File: src/rtl/uhjt_pkg.sv
package uhjt_pkg;

	// Width of the running token counter; the counter saturates at its largest value.
	localparam int COUNT_BITS = 16;
	localparam int OUT_CNT_W  = 16;
	localparam int CMP_W      = (COUNT_BITS > OUT_CNT_W) ? COUNT_BITS : OUT_CNT_W;
	localparam int CP_W       = 21;
	localparam int OFF_W      = 14;
	localparam int TOKEN_W    = 7;
	localparam int PADDR_W    = 3;

	typedef logic [COUNT_BITS-1:0] count_t;
	typedef logic [OUT_CNT_W-1:0]  cnt_out_t;
	typedef logic [CMP_W-1:0]      cmp_t;
	typedef logic [CP_W-1:0]       cp_t;
	typedef logic [OFF_W-1:0]      off_t;
	typedef logic [TOKEN_W-1:0]    token_t;
	typedef logic [4:0]            jamo_t;
	typedef logic [8:0]            q28_t;

	// Register map (byte addresses).
	localparam logic [PADDR_W-1:0] ADDR_TOKEN_BUDGET  = 3'h0;
	localparam logic [15:0]        TOKEN_BUDGET_RESET = 16'd1020;

	// Hangul syllable block.
	localparam cp_t CP_SYL_FIRST = 21'h00AC00;
	localparam cp_t CP_SYL_LAST  = 21'h00D7A3;

	// Punctuation code points.
	localparam cp_t CP_SPACE    = 21'h000020;
	localparam cp_t CP_PERIOD   = 21'h00002E;
	localparam cp_t CP_COMMA    = 21'h00002C;
	localparam cp_t CP_QUESTION = 21'h00003F;
	localparam cp_t CP_EXCLAIM  = 21'h000021;

	// Token codes.
	localparam token_t TOK_NONE     = 7'd0;
	localparam token_t TOK_PERIOD   = 7'd1;
	localparam token_t TOK_COMMA    = 7'd2;
	localparam token_t TOK_QUESTION = 7'd3;
	localparam token_t TOK_EXCLAIM  = 7'd4;
	localparam token_t TOK_SPACE    = 7'd6;
	localparam token_t INI_BASE     = 7'd7;
	localparam token_t MED_BASE     = 7'd26;
	localparam token_t FIN_BASE     = 7'd47;

	// UTF-8 lead byte classes.
	localparam logic [7:0] LEAD2_MASK = 8'hE0;
	localparam logic [7:0] LEAD2_VAL  = 8'hC0;
	localparam logic [7:0] LEAD3_MASK = 8'hF0;
	localparam logic [7:0] LEAD3_VAL  = 8'hE0;
	localparam logic [7:0] LEAD4_MASK = 8'hF8;
	localparam logic [7:0] LEAD4_VAL  = 8'hF0;

	// Reciprocals for the constant divisions: floor(x/7) for x < 2800 and
	// floor(y/21) for y < 400, both taken from the product's bits 15 and up.
	localparam logic [12:0] RECIP7  = 13'd4682;
	localparam logic [10:0] RECIP21 = 11'd1561;

	// Per-request metadata that travels down the pipeline beside the syllable offset.
	typedef struct packed {
		logic              done;
		logic              hangul;
		token_t            punct;
		logic [1:0]        n;
		cnt_out_t [2:0]    cnt;
	} meta_t;

	function automatic count_t sat_inc(input count_t c);
		sat_inc = (c == '1) ? c : count_t'(c + count_t'(1));
	endfunction

endpackage

File: src/rtl/uhjt_syl_split.sv
// Splits a syllable offset (code point minus the block base) into initial,
// medial and final indexes. One register stage sits between the two constant
// multiplications.
module uhjt_syl_split (
	input  logic                 clk,
	input  logic                 en,
	input  uhjt_pkg::off_t       off_s2,
	output uhjt_pkg::jamo_t      ini,
	output uhjt_pkg::jamo_t      med,
	output uhjt_pkg::jamo_t      fin
);

	logic [24:0]      p7;
	uhjt_pkg::q28_t   q28;
	uhjt_pkg::q28_t   q28_s3;
	uhjt_pkg::off_t   off_s3;
	logic [19:0]      p21;
	logic [8:0]       ini21;
	uhjt_pkg::off_t   q28x28;

	// off / 28 = (off / 4) / 7
	assign p7  = 25'(off_s2[13:2]) * 25'(uhjt_pkg::RECIP7);
	assign q28 = p7[23:15];

	always_ff @(posedge clk) begin
		if (en) begin
			q28_s3 <= q28;
			off_s3 <= off_s2;
		end
	end

	assign p21    = 20'(q28_s3) * 20'(uhjt_pkg::RECIP21);
	assign ini    = p21[19:15];
	assign ini21  = {ini, 4'b0000} + 9'({ini, 2'b00}) + 9'(ini);
	assign med    = 5'(q28_s3 - ini21);
	assign q28x28 = 14'({q28_s3, 5'b00000}) - 14'({q28_s3, 2'b00});
	assign fin    = 5'(off_s3 - q28x28);

endmodule

File: src/rtl/utf8_hangul_jamo_tokenizer_unit.sv
// UTF-8 Hangul jamo tokenizer. Text bytes enter on the s_ stream, one byte per
// request, with s_tlast marking end of text. Each completed character that was
// started while the token count was below token_budget yields tokens on the m_
// stream: a Hangul syllable gives an initial, a medial and (if present) a final
// token; space and . , ? ! give one token each; anything else gives nothing.
// End of text, or a zero byte at a character start, gives one result with
// m_tuser set, token_id 0 and the final count, and then clears the text state.
// The block takes one byte per cycle while the output does not stall it. A
// request that yields two or three tokens hands them out one after another, and
// the input stalls when a group waits behind the three-entry result buffer while
// it is still draining; the buffer loads its next group in the same cycle its
// last result leaves. A byte passes four registers on its way out: the input
// register, character decode and count update, the first divide-by-constant
// stage, and the result buffer. The input register loads at the accepting edge.
// Configuration: token_budget at byte address 0 of the APB port; write it only
// while the block is idle.
module utf8_hangul_jamo_tokenizer_unit (
	input  logic                           clk,
	input  logic                           arst_n,
	// APB configuration port
	input  logic                           psel,
	input  logic                           penable,
	input  logic                           pwrite,
	input  logic [uhjt_pkg::PADDR_W-1:0]   paddr,
	input  logic [31:0]                    pwdata,
	output logic [31:0]                    prdata,
	output logic                           pready,
	// Text byte stream
	input  logic                           s_tvalid,
	output logic                           s_tready,
	input  logic [7:0]                     s_tdata,   // [7:0] text_byte
	input  logic                           s_tlast,   // end_of_text
	// Token stream
	output logic                           m_tvalid,
	input  logic                           m_tready,
	output logic [23:0]                    m_tdata,   // [6:0] token_id, [22:7] token_count, [23] zero
	output logic                           m_tlast,   // last_of_run
	output logic                           m_tuser    // done_res
);

	// Configuration register.
	logic [15:0] budget_q;

	// Text state.
	uhjt_pkg::cp_t    pcp_q;
	logic [1:0]       rem_q;
	uhjt_pkg::count_t cnt_q;
	logic             acc_q;

	// Pipeline.
	logic             valid_s1;
	logic [7:0]       byte_s1;
	logic             eot_s1;
	logic             valid_s2;
	uhjt_pkg::meta_t  meta_s2;
	uhjt_pkg::off_t   off_s2;
	logic             valid_s3;
	uhjt_pkg::meta_t  meta_s3;

	// Result buffer.
	logic               buf_v_q;
	logic [1:0]         buf_idx_q;
	uhjt_pkg::meta_t    buf_meta_q;
	uhjt_pkg::token_t   buf_tok_q [3];

	// Decode stage signals.
	uhjt_pkg::cp_t    pcp_n;
	logic [1:0]       rem_n;
	uhjt_pkg::count_t cnt_n;
	logic             acc_n;
	logic             eot_hit;
	uhjt_pkg::cp_t    cp;
	uhjt_pkg::cp_t    off_full;
	uhjt_pkg::off_t   off;
	logic [4:0]       mod7_sum;
	logic [3:0]       mod7_fold;
	logic             fin_nz;
	uhjt_pkg::count_t c1, c2, c3;
	uhjt_pkg::meta_t  meta_n;

	// Split results and tokens.
	uhjt_pkg::jamo_t  ini, med, fin;
	uhjt_pkg::token_t tok0, tok1, tok2;

	logic adv;
	logic take;
	logic last_take;
	logic buf_free;
	logic cfg_wr;

	// ------------------------------------------------------------------
	// Configuration port. Only bit 2 of the address selects a register;
	// the byte-lane bits are ignored.
	// ------------------------------------------------------------------
	assign pready = 1'b1;
	assign cfg_wr = psel && penable && pwrite && pready;

	always_ff @(posedge clk or negedge arst_n) begin
		if (!arst_n) begin
			budget_q <= uhjt_pkg::TOKEN_BUDGET_RESET;
		end else if (cfg_wr && paddr[2] == uhjt_pkg::ADDR_TOKEN_BUDGET[2]) begin
			budget_q <= pwdata[15:0];
		end
	end

	assign prdata = (paddr[2] == uhjt_pkg::ADDR_TOKEN_BUDGET[2]) ? {16'b0, budget_q} : 32'b0;

	// ------------------------------------------------------------------
	// Flow control. The whole pipeline moves together; it stalls only when
	// the last stage holds a group and the result buffer cannot take it.
	// ------------------------------------------------------------------
	assign take      = m_tvalid && m_tready;
	assign last_take = take && m_tlast;
	assign buf_free  = !buf_v_q || last_take;
	assign adv       = !valid_s3 || buf_free;
	assign s_tready  = adv;

	// Input register.
	always_ff @(posedge clk or negedge arst_n) begin
		if (!arst_n) begin
			valid_s1 <= 1'b0;
		end else if (adv) begin
			valid_s1 <= s_tvalid;
		end
	end

	always_ff @(posedge clk) begin
		if (adv) begin
			byte_s1 <= s_tdata;
			eot_s1  <= s_tlast;
		end
	end

	// ------------------------------------------------------------------
	// Character decode, classification and count update. The count must be
	// settled here because the next lead byte compares it against the budget.
	// Whether a syllable has a final consonant is found from offset mod 4 and
	// offset mod 7, so no division is needed here.
	// ------------------------------------------------------------------
	assign c1 = uhjt_pkg::sat_inc(cnt_q);
	assign c2 = uhjt_pkg::sat_inc(c1);
	assign c3 = uhjt_pkg::sat_inc(c2);

	always_comb begin
		pcp_n     = pcp_q;
		rem_n     = rem_q;
		acc_n     = acc_q;
		cnt_n     = cnt_q;
		cp        = '0;
		eot_hit   = eot_s1 || (rem_q == 2'd0 && byte_s1 == 8'h00);
		meta_n    = '0;
		meta_n.punct = uhjt_pkg::TOK_NONE;
		meta_n.cnt[0] = uhjt_pkg::cnt_out_t'(c1);
		meta_n.cnt[1] = uhjt_pkg::cnt_out_t'(c2);
		meta_n.cnt[2] = uhjt_pkg::cnt_out_t'(c3);

		off_full  = cp - uhjt_pkg::CP_SYL_FIRST;
		off       = off_full[13:0];
		mod7_sum  = 5'(off[2:0]) + 5'(off[5:3]) + 5'(off[8:6]) + 5'(off[11:9])
		          + 5'(off[13:12]);
		mod7_fold = 4'(mod7_sum[2:0]) + 4'(mod7_sum[4:3]);
		fin_nz    = 1'b1;

		if (eot_hit) begin
			meta_n.done   = 1'b1;
			meta_n.n      = 2'd1;
			meta_n.cnt[0] = uhjt_pkg::cnt_out_t'(cnt_q);
			pcp_n = '0;
			rem_n = 2'd0;
			acc_n = 1'b0;
			cnt_n = '0;
		end else begin
			if (rem_q != 2'd0) begin
				// Continuation bytes are taken as they come, without checks.
				pcp_n = {pcp_q[14:0], byte_s1[5:0]};
				rem_n = rem_q - 2'd1;
			end else begin
				acc_n = uhjt_pkg::cmp_t'(cnt_q) < uhjt_pkg::cmp_t'(budget_q);
				if (byte_s1[7] == 1'b0) begin
					pcp_n = uhjt_pkg::cp_t'(byte_s1);
					rem_n = 2'd0;
				end else if ((byte_s1 & uhjt_pkg::LEAD2_MASK) == uhjt_pkg::LEAD2_VAL) begin
					pcp_n = uhjt_pkg::cp_t'(byte_s1[4:0]);
					rem_n = 2'd1;
				end else if ((byte_s1 & uhjt_pkg::LEAD3_MASK) == uhjt_pkg::LEAD3_VAL) begin
					pcp_n = uhjt_pkg::cp_t'(byte_s1[3:0]);
					rem_n = 2'd2;
				end else if ((byte_s1 & uhjt_pkg::LEAD4_MASK) == uhjt_pkg::LEAD4_VAL) begin
					pcp_n = uhjt_pkg::cp_t'(byte_s1[2:0]);
					rem_n = 2'd3;
				end else begin
					// A stray continuation byte or an invalid lead byte is a
					// one-byte character with code point zero.
					pcp_n = '0;
					rem_n = 2'd0;
				end
			end

			if (rem_n == 2'd0) begin
				cp        = pcp_n;
				off_full  = cp - uhjt_pkg::CP_SYL_FIRST;
				off       = off_full[13:0];
				mod7_sum  = 5'(off[2:0]) + 5'(off[5:3]) + 5'(off[8:6]) + 5'(off[11:9])
				          + 5'(off[13:12]);
				mod7_fold = 4'(mod7_sum[2:0]) + 4'(mod7_sum[4:3]);
				fin_nz    = !(off[1:0] == 2'd0 && (mod7_fold == 4'd0 || mod7_fold == 4'd7));
				if (acc_n) begin
					if (cp >= uhjt_pkg::CP_SYL_FIRST && cp <= uhjt_pkg::CP_SYL_LAST) begin
						meta_n.hangul = 1'b1;
						meta_n.n      = fin_nz ? 2'd3 : 2'd2;
					end else if (cp == uhjt_pkg::CP_SPACE) begin
						meta_n.punct = uhjt_pkg::TOK_SPACE;
						meta_n.n     = 2'd1;
					end else if (cp == uhjt_pkg::CP_PERIOD) begin
						meta_n.punct = uhjt_pkg::TOK_PERIOD;
						meta_n.n     = 2'd1;
					end else if (cp == uhjt_pkg::CP_COMMA) begin
						meta_n.punct = uhjt_pkg::TOK_COMMA;
						meta_n.n     = 2'd1;
					end else if (cp == uhjt_pkg::CP_QUESTION) begin
						meta_n.punct = uhjt_pkg::TOK_QUESTION;
						meta_n.n     = 2'd1;
					end else if (cp == uhjt_pkg::CP_EXCLAIM) begin
						meta_n.punct = uhjt_pkg::TOK_EXCLAIM;
						meta_n.n     = 2'd1;
					end
				end
				pcp_n = '0;
				acc_n = 1'b0;
				case (meta_n.n)
					2'd1:    cnt_n = c1;
					2'd2:    cnt_n = c2;
					2'd3:    cnt_n = c3;
					default: cnt_n = cnt_q;
				endcase
			end
		end
	end

	always_ff @(posedge clk or negedge arst_n) begin
		if (!arst_n) begin
			pcp_q <= '0;
			rem_q <= 2'd0;
			cnt_q <= '0;
			acc_q <= 1'b0;
		end else if (adv && valid_s1) begin
			pcp_q <= pcp_n;
			rem_q <= rem_n;
			cnt_q <= cnt_n;
			acc_q <= acc_n;
		end
	end

	// Requests that yield no result drop out here.
	always_ff @(posedge clk or negedge arst_n) begin
		if (!arst_n) begin
			valid_s2 <= 1'b0;
			valid_s3 <= 1'b0;
		end else if (adv) begin
			valid_s2 <= valid_s1 && (meta_n.n != 2'd0);
			valid_s3 <= valid_s2;
		end
	end

	always_ff @(posedge clk) begin
		if (adv) begin
			meta_s2 <= meta_n;
			off_s2  <= off;
			meta_s3 <= meta_s2;
		end
	end

	uhjt_syl_split u_split (
		.clk    (clk),
		.en     (adv),
		.off_s2 (off_s2),
		.ini    (ini),
		.med    (med),
		.fin    (fin)
	);

	assign tok0 = meta_s3.done   ? uhjt_pkg::TOK_NONE :
	              meta_s3.hangul ? uhjt_pkg::token_t'(uhjt_pkg::INI_BASE + 7'(ini)) :
	                               meta_s3.punct;
	assign tok1 = uhjt_pkg::token_t'(uhjt_pkg::MED_BASE + 7'(med));
	assign tok2 = uhjt_pkg::token_t'(uhjt_pkg::FIN_BASE + 7'(fin) - 7'd1);

	// ------------------------------------------------------------------
	// Result buffer: holds one request's group of up to three results and
	// hands them out in order.
	// ------------------------------------------------------------------
	always_ff @(posedge clk or negedge arst_n) begin
		if (!arst_n) begin
			buf_v_q   <= 1'b0;
			buf_idx_q <= 2'd0;
		end else if (valid_s3 && buf_free) begin
			buf_v_q   <= 1'b1;
			buf_idx_q <= 2'd0;
		end else if (last_take) begin
			buf_v_q   <= 1'b0;
		end else if (take) begin
			buf_idx_q <= buf_idx_q + 2'd1;
		end
	end

	always_ff @(posedge clk) begin
		if (valid_s3 && buf_free) begin
			buf_meta_q   <= meta_s3;
			buf_tok_q[0] <= tok0;
			buf_tok_q[1] <= tok1;
			buf_tok_q[2] <= tok2;
		end
	end

	assign m_tvalid = buf_v_q;
	assign m_tlast  = (buf_idx_q == buf_meta_q.n - 2'd1);
	assign m_tuser  = buf_meta_q.done;

	always_comb begin
		case (buf_idx_q)
			2'd0:    m_tdata = {1'b0, buf_meta_q.cnt[0], buf_tok_q[0]};
			2'd1:    m_tdata = {1'b0, buf_meta_q.cnt[1], buf_tok_q[1]};
			default: m_tdata = {1'b0, buf_meta_q.cnt[2], buf_tok_q[2]};
		endcase
	end

`ifndef SYNTH
	// The buffer never points past the group it holds.
	a_idx_in_group: assert property (@(posedge clk) disable iff (!arst_n)
		buf_v_q |-> (buf_idx_q < buf_meta_q.n))
		else $error("result index beyond group size");

	// End of text leaves the text state cleared.
	a_eot_clears: assert property (@(posedge clk) disable iff (!arst_n)
		(adv && valid_s1 && eot_hit) |=> (cnt_q == '0 && rem_q == 2'd0 && !acc_q))
		else $error("text state not cleared after end of text");

	// A full buffer with a group waiting behind it must stall the input.
	a_stall: assert property (@(posedge clk) disable iff (!arst_n)
		(buf_v_q && !m_tready && valid_s3) |-> !s_tready)
		else $error("input accepted while pipeline is blocked");

	// Only the end-of-text result carries token zero.
	a_token_nonzero: assert property (@(posedge clk) disable iff (!arst_n)
		(m_tvalid && !m_tuser) |-> (m_tdata[6:0] != uhjt_pkg::TOK_NONE))
		else $error("zero token on a regular result");
`endif

endmodule
File: config.mk
export PLATFORM = sky130hd
export DESIGN_NAME = utf8_hangul_jamo_tokenizer_unit
export DESIGN_NICKNAME = d
export VERILOG_FILES = /design/src/rtl/uhjt_pkg.sv /design/src/rtl/uhjt_syl_split.sv /design/src/rtl/utf8_hangul_jamo_tokenizer_unit.sv
export SDC_FILE = /design/constraint.sdc
export NUM_CORES = 1
export LEC_CHECK = 0
export ABC_AREA = 1
export BUFFER_PORTS_ARGS = -buffer_cell sky130_fd_sc_hd__buf_2
export CAP_MARGIN = 20
export CORE_AREA = 2 2 206 208
export CTS_BUF_LIST = sky130_fd_sc_hd__clkbuf_8
export DETAILED_ROUTE_END_ITERATION = 10
export DIE_AREA = 0 0 208 210
export PLACE_DENSITY_LB_ADDON = 0.2
export SETUP_SLACK_MARGIN = 0.3
export SLEW_MARGIN = 20
export SYNTH_ARGS = -nofsm -noshare
export SYNTH_HDL_FRONTEND = slang
export SYNTH_SLANG_ARGS = --single-unit
File: constraint.sdc
create_clock -name clk -period 6.8 [get_ports clk]
set_clock_uncertainty 0.1 [all_clocks]
set_input_delay 1.36 -clock clk [delete_from_list [all_inputs] [get_ports clk]]
set_output_delay 1.36 -clock clk [all_outputs]
set_load 0.05 [all_outputs]
==> key figures, run 1 <==
Outcome
  • Outcome: finished clean

Clocking
  • Number of H-tree branching levels: 2
  • Clock-pin slew of the registers on the worst-case setup and hold paths: 0.06 ns
  • Clock insertion delay at the later pin of the skew report: 0.57 ns
  • Hold buffers post-CTS: 0
  • Number of buffers created by CTS: 46
  • CTS Sinks: 273
  • CTS root buffer: clkbuf_8
  • TritonCTS clock tree: yes
  • Bufs on Longest Clock Path: 3

Drt
  • Number of design-rule violations left by the first detailed-router iteration: 701
  • Number of design rule violations left after detail routing: 0
  • Total via count after detailed routing: 11184
  • Wirelength per Cell: 15.0 µm
  • Final wirelength: 34.8 mm
  • Vias per inst: 4.81
  • Number of nets still failing antenna checks after routing: 0
  • Pre-antenna DRT Iters: 5

Timing
  • Summed negative setup slack over all endpoints: 0 ns
  • Peak clock frequency supported by timing: 165 MHz
  • Transition time at the pin with the least slew margin: 0.949 ns
  • Final Hold Violating Endpoints: 0
  • Max-slew violations: 0
  • Post-route minimum period: 6.05 ns
  • Final period utilization: 0.890
  • Final number of setup-violating endpoints: 0
  • Unrepaired setup endpoints after global routing: no
  • Normalized max-slew margin: 0.368

Logic synthesis
  • Number of unique standard cell types used by synthesis: 52
  • Synth async-reset ratio: 0.205
  • Portion of the post-synthesis area used by sequential elements: 0.485
  • Post-synth top flop: edfxtp_1
  • Average footprint of a synthesized cell: 9.93 µm²
  • Synth warn: 0
  • Number of synthesized register bits: 273
  • Syn Std Cell Area: 0.0164 mm²
  • Post-Synthesis Cells: 1648
  • Fraction of synthesized cell area taken by the top area cell type: 0.398
  • Cell taking the most area after synthesis: edfxtp_1
  • Number of synthesized flops with an enable pin: 217
  • Count leader, synth: nand2_1
  • Ranking of synthesized cells by area: edfxtp_1 40%, ha_1 12%, nand2_1 7.8%
  • Post-synth top cells: 339 x nand2_1, 238 x inv_1, 217 x edfxtp_1

Floorplanning
  • Boundary pin count: 112
  • Die Ht: 210 µm
  • Die area: 0.0437 mm²
  • Initial core utilization: 0.394
  • Total number of placement rows: 75
  • Core footprint: 0.0415 mm²
  • Die span in x: 208 µm

Placement
  • # port buffers: 75
  • Post-DP HPWL: 25.5 mm
  • Gpl congestion: 0.873

Final layout
  • Layout overhead on the synthesized area: 11.5%
  • Nets@finish: 1996
  • Number of antenna cells inserted: 0
  • Share of post-route cells with drive strength above 1: 0.133

Critical path
  • Worst EP arrival: 6.41 ns
  • Critical path launch point type: flip-flop
  • Crit end category: flip-flop
  • Required time at the endpoint of the critical path: 7.16 ns
  • R2r setup slk: 0.75 ns
  • Classification of the worst setup path: reg2reg
  • Worst-path maximum fanout: 16

GRT
  • Total congestion overflow: 0
  • Vias in the first global route: 10816
  • First-pass GRT wire length: 56.8 mm
  • Total routing resource utilization after global routing: 0.161
  • Pin count of the biggest net entering global routing: 102
  • Antenna violations before repair: 0

Flow run
  • Max-cap check violation count: 0

Worst hold path
  • Min-delay worst type: reg2reg
[placed cells by master (no fill, tap or decap), types with 3 or more instances in the layout]
| cell | instances |
|---|---|
| a21oi_1 | 50 |
| a22oi_1 | 23 |
| buf_2 | 75 |
| buf_4 | 13 |
| bufinv_16 | 4 |
| clkbuf_8 | 46 |
| clkinv_1 | 6 |
| clkinv_2 | 8 |
| conb_1 | 18 |
| dfrtp_1 | 48 |
| dfstp_2 | 8 |
| edfxtp_1 | 217 |
| fa_1 | 39 |
| ha_1 | 154 |
| inv_1 | 256 |
| inv_2 | 7 |
| nand2_1 | 338 |
| nand2_2 | 25 |
| nand2_4 | 10 |
| nand3_1 | 70 |
| nand3_2 | 3 |
| nand3b_1 | 4 |
| nand4_1 | 30 |
| nor2_1 | 130 |
| nor2_2 | 10 |
| nor2_4 | 8 |
| nor2_8 | 3 |
| nor3_1 | 11 |
| nor4_1 | 6 |
| o21ai_0 | 38 |
| o21ai_1 | 9 |
| o21bai_1 | 4 |
| o22ai_1 | 32 |
| or2_2 | 6 |
| xnor2_1 | 14 |
| xor2_1 | 36 |
[cell families after synthesis]
logic type / synth area share
XOR/XNOR: 0.0273
adder cells (fa/ha/maj): 0.166
AND/OR/NAND/NOR: 0.185
other: 0.000459
multiplexers: 0.00130
flip-flops: 0.485
buffers and inverters: 0.0737
AO/OA/AOI/OAI: 0.0620
[cell type report]
cell class / instances / area (µm²)
repair buffers: 88 / 473
fillers: 4022 / 23200
flip-flops and latches: 273 / 7930
clock buffers: 46 / 633
inverters: 246 / 923
well taps: 539 / 674
clock inverters: 38 / 278
multi-input cells: 1097 / 7320
[worst max-delay path, cell delays in order, from the launching register on]
cell,delay (ns)
dfrtp_1,0.40
nor2_1,0.19
buf_4,0.24
nand4_1,0.11
inv_1,0.08
nand2_1,0.11
nand2_1,0.26
fa_1,0.47
fa_1,0.46
fa_1,0.42
fa_1,0.41
o21ai_0,0.39
fa_1,0.49
or2_2,0.31
or2_2,0.29
a21oi_1,0.19
nand2_1,0.08
nand3_1,0.08
nand2_1,0.07
nand2_1,0.08
nand3_1,0.10
nand3_2,0.33
nor2_1,0.08
nand2_1,0.14
nand2_1,0.06
[path summary, 6_finish.rpt]
check | from | to | cells after the start
max | rem_q[1] | cnt_q[11] | 24
min | meta_s3[21] | buf_meta_q[21] | 0
max reg2reg | rem_q[1] | cnt_q[11] | 24
min reg2reg | meta_s3[21] | buf_meta_q[21] | 0
max in group asynchronous | arst_n | cnt_q[15] | 2
min in group asynchronous | arst_n | budget_q[0] | 2
[layer usage]
metal	wire (µm)	track usage	vias to the layer above
li1	-	-	5693
met1	17600	0.241	5213
met2	15200	0.249	229
met3	1490	0.0234	49
met4	515	0.0355	0
met5	0	0	-
[through the flow]
step | area, µm² | setup slack [ns] | hold WS (ns) | utilization | std cells
4_1_cts | 18200 | 0.441 | 0.315 | 0.439 | 2326
6_report | 18200 | 0.745 | 0.315 | 0.440 | 2327
2_1_floorplan | 16400 | 1.04 | 0.300 | - | 1664
5_1_grt | 18200 | 0.369 | 0.315 | 0.440 | 2327
3_3_place_gp | 17300 | 0.597 | 0.302 | 0.417 | 2242
3_5_place_dp | 17300 | 0.467 | 0.305 | 0.417 | 2242
[flip-flops by register name, indices dropped and copies added (netlist names), 2 cells and up]
register and count:
meta_s2 55, meta_s3 55, buf_meta_q 50, buf_tok_q 19, budget_q 16, cnt_q 16
pcp_q 15, off_s2 14, u_split.q28_s3 9, byte_s1 8, u_split.off_s3 5, buf_idx_q 2
rem_q 2
[timing repair]
action / 4_1_cts / 5_1_grt
resized for setup: 0 / 3
endpoints found under the setup margin: 0 / 2
buffers inserted: 0 / 1
Power of run 1 is left out: the tool's default activity adds up to more than one toggle a clock period on the data nets, which glitch-free logic cannot reach.
==> run 2: changes to the inputs <==
Settings changed: CORE_AREA 2 2 206 208 to 4 4 208 210, DIE_AREA 0 0 208 210 to 0 0 212 214.
==> key figures, run 2 (synthesis gave the netlist of run 1 again) <==
Final layout
  • Register area: 0.00793 mm²
  • Number of antenna cells inserted: 0
  • Share of post-route cells with drive strength above 1: 0.132
  • Commonest cells after routing, fill and taps aside: 338 x nand2_1, 252 x inv_1, 217 x edfxtp_1, 154 x ha_1, 129 x nor2_1
  • Layout overhead on the synthesized area: 11.3%
  • Nets@finish: 1999
  • Combined area of the multi-input logic cells: 0.00732 mm²
  • Most common library cell in the layout ignoring fill and taps: nand2_1
  • Number of non-filler instances in the completed layout: 2326
  • Biggest registers after layout: meta_s2 (55), meta_s3 (55), buf_meta_q (50)
  • Number of fill cells in the layout: 3955

Timing
  • Peak clock frequency supported by timing: 163 MHz
  • Normalized max-slew margin: 0.304
  • Final period utilization: 0.900
  • Transition time at the pin with the least slew margin: 1.04 ns
  • Final number of setup-violating endpoints: 0
  • Max-slew violations: 0
  • Post-route minimum period: 6.12 ns
  • Summed negative setup slack over all endpoints: 0 ns
  • Unrepaired setup endpoints after global routing: yes
  • Final Hold Violating Endpoints: 0

Placement
  • Post-placement cell count: 2243
  • # port buffers: 75
  • Gpl congestion: 0.895
  • Post-DP HPWL: 25.9 mm

Floorplanning
  • Boundary pin count: 112
  • Die span in x: 212 µm
  • Core footprint: 0.0416 mm²
  • Die Ht: 214 µm
  • Total number of placement rows: 75
  • Die area: 0.0454 mm²
  • Initial core utilization: 0.393

Critical path
  • Crit end category: flip-flop
  • Highest cell delay on the worst timing path: 0.55 ns
  • Worst-path maximum fanout: 5
  • Standard cell with the maximum stage delay on the critical path: fa_1
  • R2r setup slk: 0.68 ns
  • Worst EP arrival: 6.34 ns
  • Required time at the endpoint of the critical path: 7.02 ns
  • Critical path launch point type: flip-flop
  • Classification of the worst setup path: reg2reg

GRT
  • Pin count of the biggest net entering global routing: 78
  • Antenna violations before repair: 1
  • Total routing resource utilization after global routing: 0.155
  • Total congestion overflow: 0
  • Vias in the first global route: 11006
  • First-pass GRT wire length: 57.6 mm

Drt
  • Number of design rule violations left after detail routing: 0
  • Number of design-rule violations left by the first detailed-router iteration: 679
  • Total via count after detailed routing: 11214
  • Vias per inst: 4.82
  • Number of nets still failing antenna checks after routing: 0
  • Final wirelength: 34.9 mm
  • Wirelength per Cell: 15.0 µm
  • Pre-antenna DRT Iters: 5

Outcome
  • Outcome: finished clean

Flow run
  • Max-cap check violation count: 0

Clocking
  • Hold buffers post-CTS: 0
  • Post-CTS Setup Repair Bufs: 0
  • CTS Sinks: 273
  • Clock insertion delay at the later pin of the skew report: 0.59 ns
  • Number of buffers created by CTS: 49
  • Clock-pin slew of the registers on the worst-case setup and hold paths: 0.06 ns
  • TritonCTS clock tree: yes
  • CTS root buffer: clkbuf_8
  • Number of H-tree branching levels: 2
  • Bufs on Longest Clock Path: 3

Worst hold path
  • Min-delay worst type: reg2reg
## run 2: area by class of cell
cell class | count | area share
multi-input cells | 1097 | 0.402
flip-flops and latches | 273 | 0.435
inverters | 246 | 0.0507
clock buffers | 49 | 0.0370
well taps | 539 | 0.0370
clock inverters | 34 | 0.0117
repair buffers | 88 | 0.0260
## run 2: worst paths after layout
path	from	end	cells after the start
worst max-delay path	u_split.q28_s3[7]	buf_tok_q[0][12]	27
worst min-delay path	meta_s3[24]	buf_meta_q[24]	0
min in group asynchronous	arst_n	cnt_q[1]	2
worst min register to register	meta_s3[24]	buf_meta_q[24]	0
worst max register to register	u_split.q28_s3[7]	buf_tok_q[0][12]	27
max in group asynchronous	arst_n	buf_idx_q[0]	2
## run 2: what timing repair did
item / CTS / global route
setup endpoints to repair: 0 / 8
endpoints found under the hold margin: 0 / 0
resized for setup: 0 / 3
## run 2: critical path: cells and delay by family, from the launching register on
family                   cells  cell delay, ns
AO/OA/AOI/OAI                4            0.71
AND/OR/NAND/NOR              7            0.95
XOR/XNOR                     3            0.53
flip-flops                   1            0.41
adder cells (fa/ha/maj)      8            2.91
buffers and inverters        5            0.26
## run 2: routing by layer
layer,GRT usage,part of all wire,vias up
li1,-,-,5688
met3,0.0259,0.047,38
met2,0.235,0.44,247
met4,0.0361,0.015,0
met5,0,0,-
met1,0.233,0.50,5241
## run 2: stage by stage
| stage | hold WS [ns] | area (µm²) | worst slack (ns) | utilization |
|---|---|---|---|---|
| floorplan | 0.300 | 16400 | 1.04 | - |
| global placement | 0.300 | 17300 | 0.609 | 0.416 |
| detailed placement | 0.305 | 17300 | 0.520 | 0.416 |
| CTS | 0.313 | 18200 | 0.485 | 0.438 |
| global route | 0.317 | 18200 | 0.299 | 0.438 |
| finish | 0.306 | 18200 | 0.678 | 0.438 |
Power of run 2 is left out for the same reason.
